===== src/rtl/bsfe_pkg.sv =====
`timescale 1ns / 1ps
`default_nettype none
package bsfe_pkg;

	localparam int unsigned MSG_BYTES_DEF = 16;
	localparam int unsigned CMD_DEPTH     = 4;
	localparam int unsigned BYTE_W        = 8;
	localparam int unsigned CFG_IDX_W     = 2;
	localparam int unsigned STEP_W        = 3;
	localparam int unsigned STEPS         = 8;

	localparam logic [BYTE_W-1:0] HEAD_RST   = 8'd2;
	localparam logic [BYTE_W-1:0] ESCAPE_RST = 8'd16;
	localparam logic [BYTE_W-1:0] TAIL_RST   = 8'd3;

	localparam logic [CFG_IDX_W-1:0] REG_HEAD   = 2'd0;
	localparam logic [CFG_IDX_W-1:0] REG_ESCAPE = 2'd1;
	localparam logic [CFG_IDX_W-1:0] REG_TAIL   = 2'd2;

	typedef struct packed {
		logic [BYTE_W-1:0] head_value;
		logic [BYTE_W-1:0] escape_value;
		logic [BYTE_W-1:0] tail_value;
	} cfg_t;

	typedef struct packed {
		logic [BYTE_W-1:0] data;
		logic              data_esc;
		logic              first;
		logic              last;
		logic [BYTE_W-1:0] sum;
		logic              sum_esc;
	} cmd_t;

	typedef enum logic [STEP_W-1:0] {
		STEP_HEAD0,
		STEP_HEAD1,
		STEP_DATA_ESC,
		STEP_DATA,
		STEP_SUM_ESC,
		STEP_SUM,
		STEP_TAIL0,
		STEP_TAIL1
	} step_t;

	function automatic logic is_reserved(logic [BYTE_W-1:0] b, cfg_t c);
		return (b == c.head_value) || (b == c.escape_value) || (b == c.tail_value);
	endfunction

	function automatic logic [STEPS-1:0] step_mask(cmd_t c);
		logic [STEPS-1:0] m;
		m                = '0;
		m[STEP_HEAD0]    = c.first;
		m[STEP_HEAD1]    = c.first;
		m[STEP_DATA_ESC] = c.data_esc;
		m[STEP_DATA]     = 1'b1;
		m[STEP_SUM_ESC]  = c.last & c.sum_esc;
		m[STEP_SUM]      = c.last;
		m[STEP_TAIL0]    = c.last;
		m[STEP_TAIL1]    = c.last;
		return m;
	endfunction

endpackage
`default_nettype wire


===== src/rtl/bsfe_front.sv =====
`timescale 1ns / 1ps
`default_nettype none
module bsfe_front #(
	parameter int unsigned MSG_BYTES = bsfe_pkg::MSG_BYTES_DEF
) (
	input  wire logic                                 clk,
	input  wire logic                                 arst_n,
	input  wire logic                                 push,
	input  wire logic [bsfe_pkg::BYTE_W-1:0]          data_byte,
	input  wire logic                                 q_full,
	output logic                                      full,
	output logic                                      cmd_wr,
	output bsfe_pkg::cmd_t                            cmd,
	input  wire logic                                 cfg_valid,
	input  wire logic [bsfe_pkg::CFG_IDX_W-1:0]       cfg_index,
	input  wire logic [bsfe_pkg::BYTE_W-1:0]          cfg_data,
	output logic                                      cfg_ready,
	output bsfe_pkg::cfg_t                            cfg
);

	localparam int unsigned POS_W = (MSG_BYTES > 1) ? $clog2(MSG_BYTES) : 1;
	localparam logic [POS_W-1:0] LAST_POS = POS_W'(MSG_BYTES - 1);

	logic [POS_W-1:0]            pos_q;
	logic [bsfe_pkg::BYTE_W-1:0] sum_q;
	bsfe_pkg::cfg_t              cfg_q;
	logic [bsfe_pkg::BYTE_W-1:0] sum_nx;
	logic                        first;
	logic                        last;

	assign full      = q_full;
	assign cmd_wr    = push & ~q_full;
	assign cfg_ready = 1'b1;
	assign cfg       = cfg_q;

	assign sum_nx = sum_q + data_byte;
	assign first  = (pos_q == '0);
	assign last   = (pos_q == LAST_POS);

	always_comb begin
		cmd          = '0;
		cmd.data     = data_byte;
		cmd.data_esc = bsfe_pkg::is_reserved(data_byte, cfg_q);
		cmd.first    = first;
		cmd.last     = last;
		cmd.sum      = sum_nx;
		cmd.sum_esc  = bsfe_pkg::is_reserved(sum_nx, cfg_q);
	end

	always_ff @(posedge clk or negedge arst_n) begin
		if (!arst_n) begin
			pos_q <= '0;
			sum_q <= '0;
		end else if (cmd_wr) begin
			if (last) begin
				pos_q <= '0;
				sum_q <= '0;
			end else begin
				pos_q <= pos_q + 1'b1;
				sum_q <= sum_nx;
			end
		end
	end

	always_ff @(posedge clk or negedge arst_n) begin
		if (!arst_n) begin
			cfg_q.head_value   <= bsfe_pkg::HEAD_RST;
			cfg_q.escape_value <= bsfe_pkg::ESCAPE_RST;
			cfg_q.tail_value   <= bsfe_pkg::TAIL_RST;
		end else if (cfg_valid && cfg_ready) begin
			case (cfg_index)
				bsfe_pkg::REG_HEAD:   cfg_q.head_value   <= cfg_data;
				bsfe_pkg::REG_ESCAPE: cfg_q.escape_value <= cfg_data;
				bsfe_pkg::REG_TAIL:   cfg_q.tail_value   <= cfg_data;
				default: ;
			endcase
		end
	end

	a_frame_restart: assert property (@(posedge clk) disable iff (!arst_n)
		cmd_wr && last |=> (pos_q == '0) && (sum_q == '0))
		else $error("frame state not cleared after last byte");

	a_pos_range: assert property (@(posedge clk) disable iff (!arst_n)
		pos_q <= LAST_POS)
		else $error("byte position beyond message length");

endmodule
`default_nettype wire


===== src/rtl/bsfe_cmd_queue.sv =====
`timescale 1ns / 1ps
`default_nettype none
module bsfe_cmd_queue #(
	parameter int unsigned DEPTH = bsfe_pkg::CMD_DEPTH
) (
	input  wire logic     clk,
	input  wire logic     arst_n,
	input  wire logic     wr,
	input  bsfe_pkg::cmd_t wdata,
	output logic          full,
	input  wire logic     rd,
	output bsfe_pkg::cmd_t rdata,
	output logic          empty
);

	localparam int unsigned PTR_W = (DEPTH > 1) ? $clog2(DEPTH) : 1;
	localparam int unsigned CNT_W = $clog2(DEPTH + 1);
	localparam logic [PTR_W-1:0] LAST_PTR = PTR_W'(DEPTH - 1);
	localparam logic [CNT_W-1:0] FULL_CNT = CNT_W'(DEPTH);

	bsfe_pkg::cmd_t   mem_q [DEPTH];
	logic [PTR_W-1:0] wr_ptr_q;
	logic [PTR_W-1:0] rd_ptr_q;
	logic [CNT_W-1:0] cnt_q;

	assign full  = (cnt_q == FULL_CNT);
	assign empty = (cnt_q == '0);
	assign rdata = mem_q[rd_ptr_q];

	always_ff @(posedge clk or negedge arst_n) begin
		if (!arst_n) begin
			wr_ptr_q <= '0;
			rd_ptr_q <= '0;
			cnt_q    <= '0;
		end else begin
			if (wr) begin
				wr_ptr_q <= (wr_ptr_q == LAST_PTR) ? '0 : wr_ptr_q + 1'b1;
			end
			if (rd) begin
				rd_ptr_q <= (rd_ptr_q == LAST_PTR) ? '0 : rd_ptr_q + 1'b1;
			end
			case ({wr, rd})
				2'b10:   cnt_q <= cnt_q + 1'b1;
				2'b01:   cnt_q <= cnt_q - 1'b1;
				default: ;
			endcase
		end
	end

	always_ff @(posedge clk) begin
		if (wr) begin
			mem_q[wr_ptr_q] <= wdata;
		end
	end

	a_no_overflow: assert property (@(posedge clk) disable iff (!arst_n)
		(wr |-> !full) and (rd |-> !empty))
		else $error("command queue overrun or underrun");

endmodule
`default_nettype wire


===== src/rtl/bsfe_back.sv =====
`timescale 1ns / 1ps
`default_nettype none
module bsfe_back (
	input  wire logic                        clk,
	input  wire logic                        arst_n,
	input  bsfe_pkg::cfg_t                   cfg,
	input  wire logic                        q_empty,
	input  bsfe_pkg::cmd_t                   q_rdata,
	output logic                             q_rd,
	input  wire logic                        pop,
	output logic                             empty,
	output logic [bsfe_pkg::BYTE_W-1:0]      out_byte,
	output logic                             run_last,
	output logic                             frame_end
);

	logic [bsfe_pkg::STEPS-1:0]  mask_q;
	bsfe_pkg::cmd_t              cur_q;
	logic                        out_vld_q;
	logic [bsfe_pkg::BYTE_W-1:0] out_byte_q;
	logic                        run_last_q;
	logic                        frame_end_q;

	logic                        out_rdy;
	logic                        emit;
	logic [bsfe_pkg::STEPS-1:0]  sel;
	logic [bsfe_pkg::STEPS-1:0]  rest;
	bsfe_pkg::step_t             step;
	logic [bsfe_pkg::BYTE_W-1:0] byte_nx;

	assign out_rdy = ~out_vld_q | pop;
	assign emit    = (mask_q != '0) & out_rdy;
	assign sel     = mask_q & (~mask_q + 1'b1);
	assign rest    = mask_q & ~sel;
	assign q_rd    = ~q_empty & ((mask_q == '0) | (emit & (rest == '0)));

	always_comb begin
		step = bsfe_pkg::STEP_DATA;
		for (int i = bsfe_pkg::STEPS - 1; i >= 0; i--) begin
			if (sel[i]) begin
				step = bsfe_pkg::step_t'(bsfe_pkg::STEP_W'(i));
			end
		end
	end

	always_comb begin
		case (step)
			bsfe_pkg::STEP_HEAD0,
			bsfe_pkg::STEP_HEAD1:    byte_nx = cfg.head_value;
			bsfe_pkg::STEP_DATA_ESC,
			bsfe_pkg::STEP_SUM_ESC:  byte_nx = cfg.escape_value;
			bsfe_pkg::STEP_DATA:     byte_nx = cur_q.data;
			bsfe_pkg::STEP_SUM:      byte_nx = cur_q.sum;
			bsfe_pkg::STEP_TAIL0,
			bsfe_pkg::STEP_TAIL1:    byte_nx = cfg.tail_value;
			default:                 byte_nx = cur_q.data;
		endcase
	end

	always_ff @(posedge clk or negedge arst_n) begin
		if (!arst_n) begin
			mask_q    <= '0;
			out_vld_q <= 1'b0;
		end else begin
			if (q_rd) begin
				mask_q <= bsfe_pkg::step_mask(q_rdata);
			end else if (emit) begin
				mask_q <= rest;
			end
			if (emit) begin
				out_vld_q <= 1'b1;
			end else if (pop) begin
				out_vld_q <= 1'b0;
			end
		end
	end

	always_ff @(posedge clk) begin
		if (q_rd) begin
			cur_q <= q_rdata;
		end
		if (emit) begin
			out_byte_q  <= byte_nx;
			run_last_q  <= (rest == '0);
			frame_end_q <= (step == bsfe_pkg::STEP_TAIL1);
		end
	end

	assign empty     = ~out_vld_q;
	assign out_byte  = out_byte_q;
	assign run_last  = run_last_q;
	assign frame_end = frame_end_q;

	a_end_is_last: assert property (@(posedge clk) disable iff (!arst_n)
		out_vld_q && frame_end_q |-> run_last_q)
		else $error("frame end not on last byte of its item");

	a_tail_order: assert property (@(posedge clk) disable iff (!arst_n)
		mask_q[bsfe_pkg::STEP_TAIL0] |-> mask_q[bsfe_pkg::STEP_TAIL1]
			&& mask_q[bsfe_pkg::STEP_SUM] == mask_q[bsfe_pkg::STEP_SUM_ESC]
				|| mask_q[bsfe_pkg::STEP_SUM])
		else $error("tail pending without second tail");

endmodule
`default_nettype wire


===== src/rtl/byte_stuff_frame_encoder.sv =====
// An accepted item is written to the command queue, loaded into the back-end
// sequencer and then registered at the output. Throughput: one framed byte per
// cycle while the receiver pops; an item yields 1 to 8 framed bytes. A new
// item is taken every cycle while the 4-entry command queue has room.
// Reset (arst_n low) clears frame position, checksum, queue and output; the
// markers return to head 2, escape 16, tail 3.
`timescale 1ns / 1ps
`default_nettype none
module byte_stuff_frame_encoder #(
	parameter int unsigned MSG_BYTES = bsfe_pkg::MSG_BYTES_DEF,
	parameter int unsigned CMD_DEPTH = bsfe_pkg::CMD_DEPTH
) (
	input  wire logic                           clk,
	input  wire logic                           arst_n,
	input  wire logic                           push,
	output logic                                full,
	input  wire logic [bsfe_pkg::BYTE_W-1:0]    data_byte,
	output logic                                empty,
	input  wire logic                           pop,
	output logic [bsfe_pkg::BYTE_W-1:0]         out_byte,
	output logic                                run_last,
	output logic                                frame_end,
	input  wire logic                           cfg_valid,
	output logic                                cfg_ready,
	input  wire logic [bsfe_pkg::CFG_IDX_W-1:0] cfg_index,
	input  wire logic [bsfe_pkg::BYTE_W-1:0]    cfg_data
);

	bsfe_pkg::cfg_t cfg;
	bsfe_pkg::cmd_t cmd;
	bsfe_pkg::cmd_t q_rdata;
	logic           cmd_wr;
	logic           q_full;
	logic           q_empty;
	logic           q_rd;

	bsfe_front #(
		.MSG_BYTES (MSG_BYTES)
	) u_front (
		.clk       (clk),
		.arst_n    (arst_n),
		.push      (push),
		.data_byte (data_byte),
		.q_full    (q_full),
		.full      (full),
		.cmd_wr    (cmd_wr),
		.cmd       (cmd),
		.cfg_valid (cfg_valid),
		.cfg_index (cfg_index),
		.cfg_data  (cfg_data),
		.cfg_ready (cfg_ready),
		.cfg       (cfg)
	);

	bsfe_cmd_queue #(
		.DEPTH (CMD_DEPTH)
	) u_queue (
		.clk    (clk),
		.arst_n (arst_n),
		.wr     (cmd_wr),
		.wdata  (cmd),
		.full   (q_full),
		.rd     (q_rd),
		.rdata  (q_rdata),
		.empty  (q_empty)
	);

	bsfe_back u_back (
		.clk       (clk),
		.arst_n    (arst_n),
		.cfg       (cfg),
		.q_empty   (q_empty),
		.q_rdata   (q_rdata),
		.q_rd      (q_rd),
		.pop       (pop),
		.empty     (empty),
		.out_byte  (out_byte),
		.run_last  (run_last),
		.frame_end (frame_end)
	);

endmodule
`default_nettype wire


===== config.mk =====
export PLATFORM = sky130hd
export DESIGN_NAME = byte_stuff_frame_encoder
export DESIGN_NICKNAME = d
export VERILOG_FILES = /design/src/rtl/bsfe_pkg.sv /design/src/rtl/bsfe_front.sv /design/src/rtl/bsfe_cmd_queue.sv /design/src/rtl/bsfe_back.sv /design/src/rtl/byte_stuff_frame_encoder.sv
export SDC_FILE = /design/constraint.sdc
export NUM_CORES = 1
export LEC_CHECK = 0
export BUFFER_PORTS_ARGS = -buffer_cell sky130_fd_sc_hd__buf_2
export CAP_MARGIN = 10
export CORE_MARGIN = 4
export CORE_UTILIZATION = 55
export DETAILED_ROUTE_END_ITERATION = 10
export GPL_ROUTABILITY_DRIVEN = 1
export PLACE_DENSITY = 0.73
export SYNTH_ARGS = -nofsm -noshare
export SYNTH_HDL_FRONTEND = slang
export SYNTH_HIERARCHICAL = 1
export SYNTH_SLANG_ARGS = --single-unit

===== constraint.sdc =====
create_clock -name clk -period 6.3 [get_ports clk]
set_input_delay 1.26 -clock clk [delete_from_list [all_inputs] [get_ports clk]]
set_output_delay 1.26 -clock clk [all_outputs]
set_load 0.02 [all_outputs]

==> impl_metrics.tcl <==
set metrics [dict create \
    min_path_type "reg -> reg" \
    comb_power_share_pct 38.7 \
    synth-compound-area-share_pct 10.7 \
    grt_setup_unrepaired "no" \
    path_class "reg -> reg" \
    ff_latch_area_sq_um 4490 \
    p_leak_nw 3.29 \
    fp.coreArea_sq_um 13900 \
    grt_pass1_vias 4604 \
    ctsHoldBuffers 0 \
    synth_xor_area_share_pct 6.59 \
    start_util_pct 56.3 \
    syn-num-nets 576 \
    ys_types 81 \
    syn-mean-instance-area_sq_um 14.6 \
    cts.reportedPaths.clkPinSlew_ns 0.06 \
    area_delta_synth_final_pct 9.91 \
    startpoint_type "register" \
    powerDensity_nw_per_um2 542 \
    cts_setup_buffers 0 \
    fin_skew_ns 0.00992 \
    root_buffer "clkbuf_16" \
    drtIter0Drc 524 \
    n_antenna_cell 0 \
    slew_headroom_pct 28.1 \
    timing.setup.tns_ns 0 \
    vias 4775 \
    required_ns 6.65 \
    p_sw_w 0.00168 \
    num_rows 43 \
    p_int_w 0.00298 \
    die_width_um 127 \
    timing.fmax_mhz 273 \
    netlist_area_sq_um 7820 \
    run_status "finished, final reports clean" \
    cts_sinks 158 \
    maxSlewViolCount 0 \
    multi_input_area_sq_um 3010 \
    layout-drive-gt1-share_pct 24.3 \
    hold_ws_ns 0.488 \
    synth_seq_cells 158 \
    yosys-mux-area-fraction_pct 10.1 \
    top_level_ports 36 \
    routed_via_density 6.36 \
    routedWlPerCell_um 22.6 \
    maxCapViolations 0 \
    grt_max_degree 53 \
    seqPwrFrac_pct 39.2 \
    synthCells 536 \
    globalRouteOverflowTotal 0 \
    worstPathMaxFanout 19 \
    cts_tree "yes" \
    route.detailed.drc 0 \
    clock_path_buffers 2 \
    ctsResizeCount 0 \
    switching_share_pct 36.0 \
    firstDrtPassIters 5 \
    dpl.cell_count 719 \
    synthArstFlopShare_pct 32.9 \
    seq_area_frac_synth_pct 57.4 \
    worst_pin_slew_ns 1.08 \
    antenna_found_initial 0 \
    period_share_pct 58.1 \
    yosys_warnings 6 \
    endpoint_kind "register" \
    drt-total-wl_mm 17.0 \
    place_hpwl_mm 11.7 \
    critPathArrivalTime_ns 4.01 \
    gp_congestion 0.943 \
    fin_crit_ns 3.66 \
    grt_pass1_wl_mm 26.4 \
    fp.dieH_um 127 \
    num-fill-cells 1047 \
    port_buffers 34 \
    cts_made_buffers 17 \
    power.share.clock_pct 22.1 \
    finalNetCount 598 \
    setup_viol 0 \
    synthAdderAreaFrac_pct 3.17 \
    track_usage_pct 22.1 \
    synth_edf_count 106 \
    synth_top_family_by_area "compound AO/OA/AOI/OAI gates" \
    h-tree-depth 4 \
    synth-simple-area-share_pct 7.92 \
    hold_depth 2 \
    synth_ff_type "edfxtp_1" \
    ir_drop_mv 0.242 \
    reg2reg_depth 10 \
    final_cell_count_no_fill 751 \
    hold_viol 0 \
    clk-insertion-delay-late_ns 0.43 \
    antenna_left 0 \
    die_area_sq_um 16200 \
]
==> cell usage after synthesis (7+ instances only) <==
master / number / area (sq um)
nand2_1: 21 / 78.8
nand4_1: 9 / 56.3
xnor2_1: 30 / 263
o21ai_0: 20 / 100
buf_6: 7 / 78.8
nor2_1: 15 / 56.3
mux4_2: 18 / 405
dfrtp_1: 48 / 1200
edfxtp_1: 106 / 3180
buf_4: 14 / 105
inv_1: 19 / 71.3
and2b_1: 8 / 60.1
ha_1: 15 / 188
buf_2: 9 / 45.0
mux2_2: 26 / 293
a221o_1: 16 / 160
xor2_1: 19 / 166
==> worst paths after layout <==
| check | startpoint | end | slack [ns] |
|---|---|---|---|
| worst max-delay path | u_back/mask_q[4]$_DFFE_PN0P_ | u_queue/cnt_q[2]$_DFFE_PN0P_ | 2.64 |
| worst min-delay path | u_front/sum_q[2]$_DFFE_PN0P_ | u_front/sum_q[2]$_DFFE_PN0P_ | 0.49 |
| worst max register to register | u_back/mask_q[4]$_DFFE_PN0P_ | u_queue/cnt_q[2]$_DFFE_PN0P_ | 2.64 |
| worst min register to register | u_front/sum_q[2]$_DFFE_PN0P_ | u_front/sum_q[2]$_DFFE_PN0P_ | 0.49 |
| max in group asynchronous | arst_n | u_front/cfg[3]$_DFFE_PN0P_ | 4.83 |
| min in group asynchronous | arst_n | u_back/mask_q[7]$_DFFE_PN0P_ | 0.97 |
==> routing by layer <==
layer	share of wire, %	up-vias	track usage, %	routed length, um
met5	0	-	0	0
met4	2.5	0	7.76	428
met3	6.0	43	5.73	1020
met2	48	193	34.8	8160
met1	43	2421	30.1	7350
li1	-	2118	-	-
==> worst max-delay path, cell delays in order (launching register included) <==
cell	delay (ns)
dfrtp_1	0.50
or4_1	0.79
a2111oi_4	0.36
a22oi_1	0.20
inv_1	0.56
ha_1	0.30
inv_1	0.06
fa_1	0.37
xor2_1	0.16
nor2_1	0.11
xor2_1	0.16
==> power by group through the flow <==
stage                     Combinational (W)  Sequential (W)  Clock (W)
after floorplan                     0.00145         0.00175          0
after global placement              0.00175         0.00183          0
after detailed placement            0.00179         0.00184          0
after CTS                           0.00180         0.00182    0.00105
after global routing                0.00196         0.00185    0.00110
final                               0.00180         0.00183    0.00103
==> kinds of logic after synthesis <==
family / count (synthesis)
DFF: 158
and+or+nand+nor: 105
AOI/OAI and AO/OA: 97
xor gates and xnor gates: 53
buffers and inverters: 53
muxes: 50
adders and majority gates: 19
other: 1
==> placed cells by master, fill, tap and decap left out, types with 4 or more instances in the layout <==
cell type and n:
a211oi_1 4, a21oi_1 6, a221o_1 16, a22o_1 4, and2_1 5, and2b_1 8, buf_2 34, clkbuf_16 17
clkinv_4 5, dfrtp_1 48, dfstp_2 4, edfxtp_1 106, ha_1 15, inv_1 19, mux2_2 26, mux2i_1 4
mux4_2 18, nand2_1 21, nand2b_1 5, nand3_1 6, nand4_1 9, nor2_1 15, nor3_1 6, o211ai_1 4
o21ai_0 20, o41ai_1 4, xnor2_1 30, xor2_1 19
==> cell type report <==
type                    count  share of cell area, %
clock buffers              21                   5.47
flip-flops and latches    158                   52.2
clock inverters            11                   1.56
well taps                 180                   2.62
multi-input cells         325                   35.1
inverters                  20                  0.874
repair buffers             36                   2.15
==> metrics by stage <==
step / area, sq um / util (%) / worst slack, ns / power, W
2_1_floorplan: 7820 / - / 2.70 / 0.00320
5_1_grt: 8590 / 61.9 / 2.41 / 0.00492
4_1_cts: 8590 / 61.9 / 2.63 / 0.00468
6_report: 8590 / 61.9 / 2.64 / 0.00466
3_3_place_gp: 7990 / 57.6 / 2.34 / 0.00357
3_5_place_dp: 7990 / 57.6 / 2.30 / 0.00363
==> flip-flops by register name, summed over array words and instances (netlist names), 2 cells and up <==
| name | flops |
|---|---|
| u_back/cur_q | 16 |
| u_back/mask_q | 8 |
| u_back/out_byte | 8 |
| u_front/cfg | 24 |
| u_front/pos_q | 4 |
| u_front/sum_q | 8 |
| u_queue/cnt_q | 3 |
| u_queue/mem_q | 80 |
| u_queue/rd_ptr_q | 2 |
| u_queue/wr_ptr_q | 2 |
Note: power is estimated with default switching activity, not from simulation.
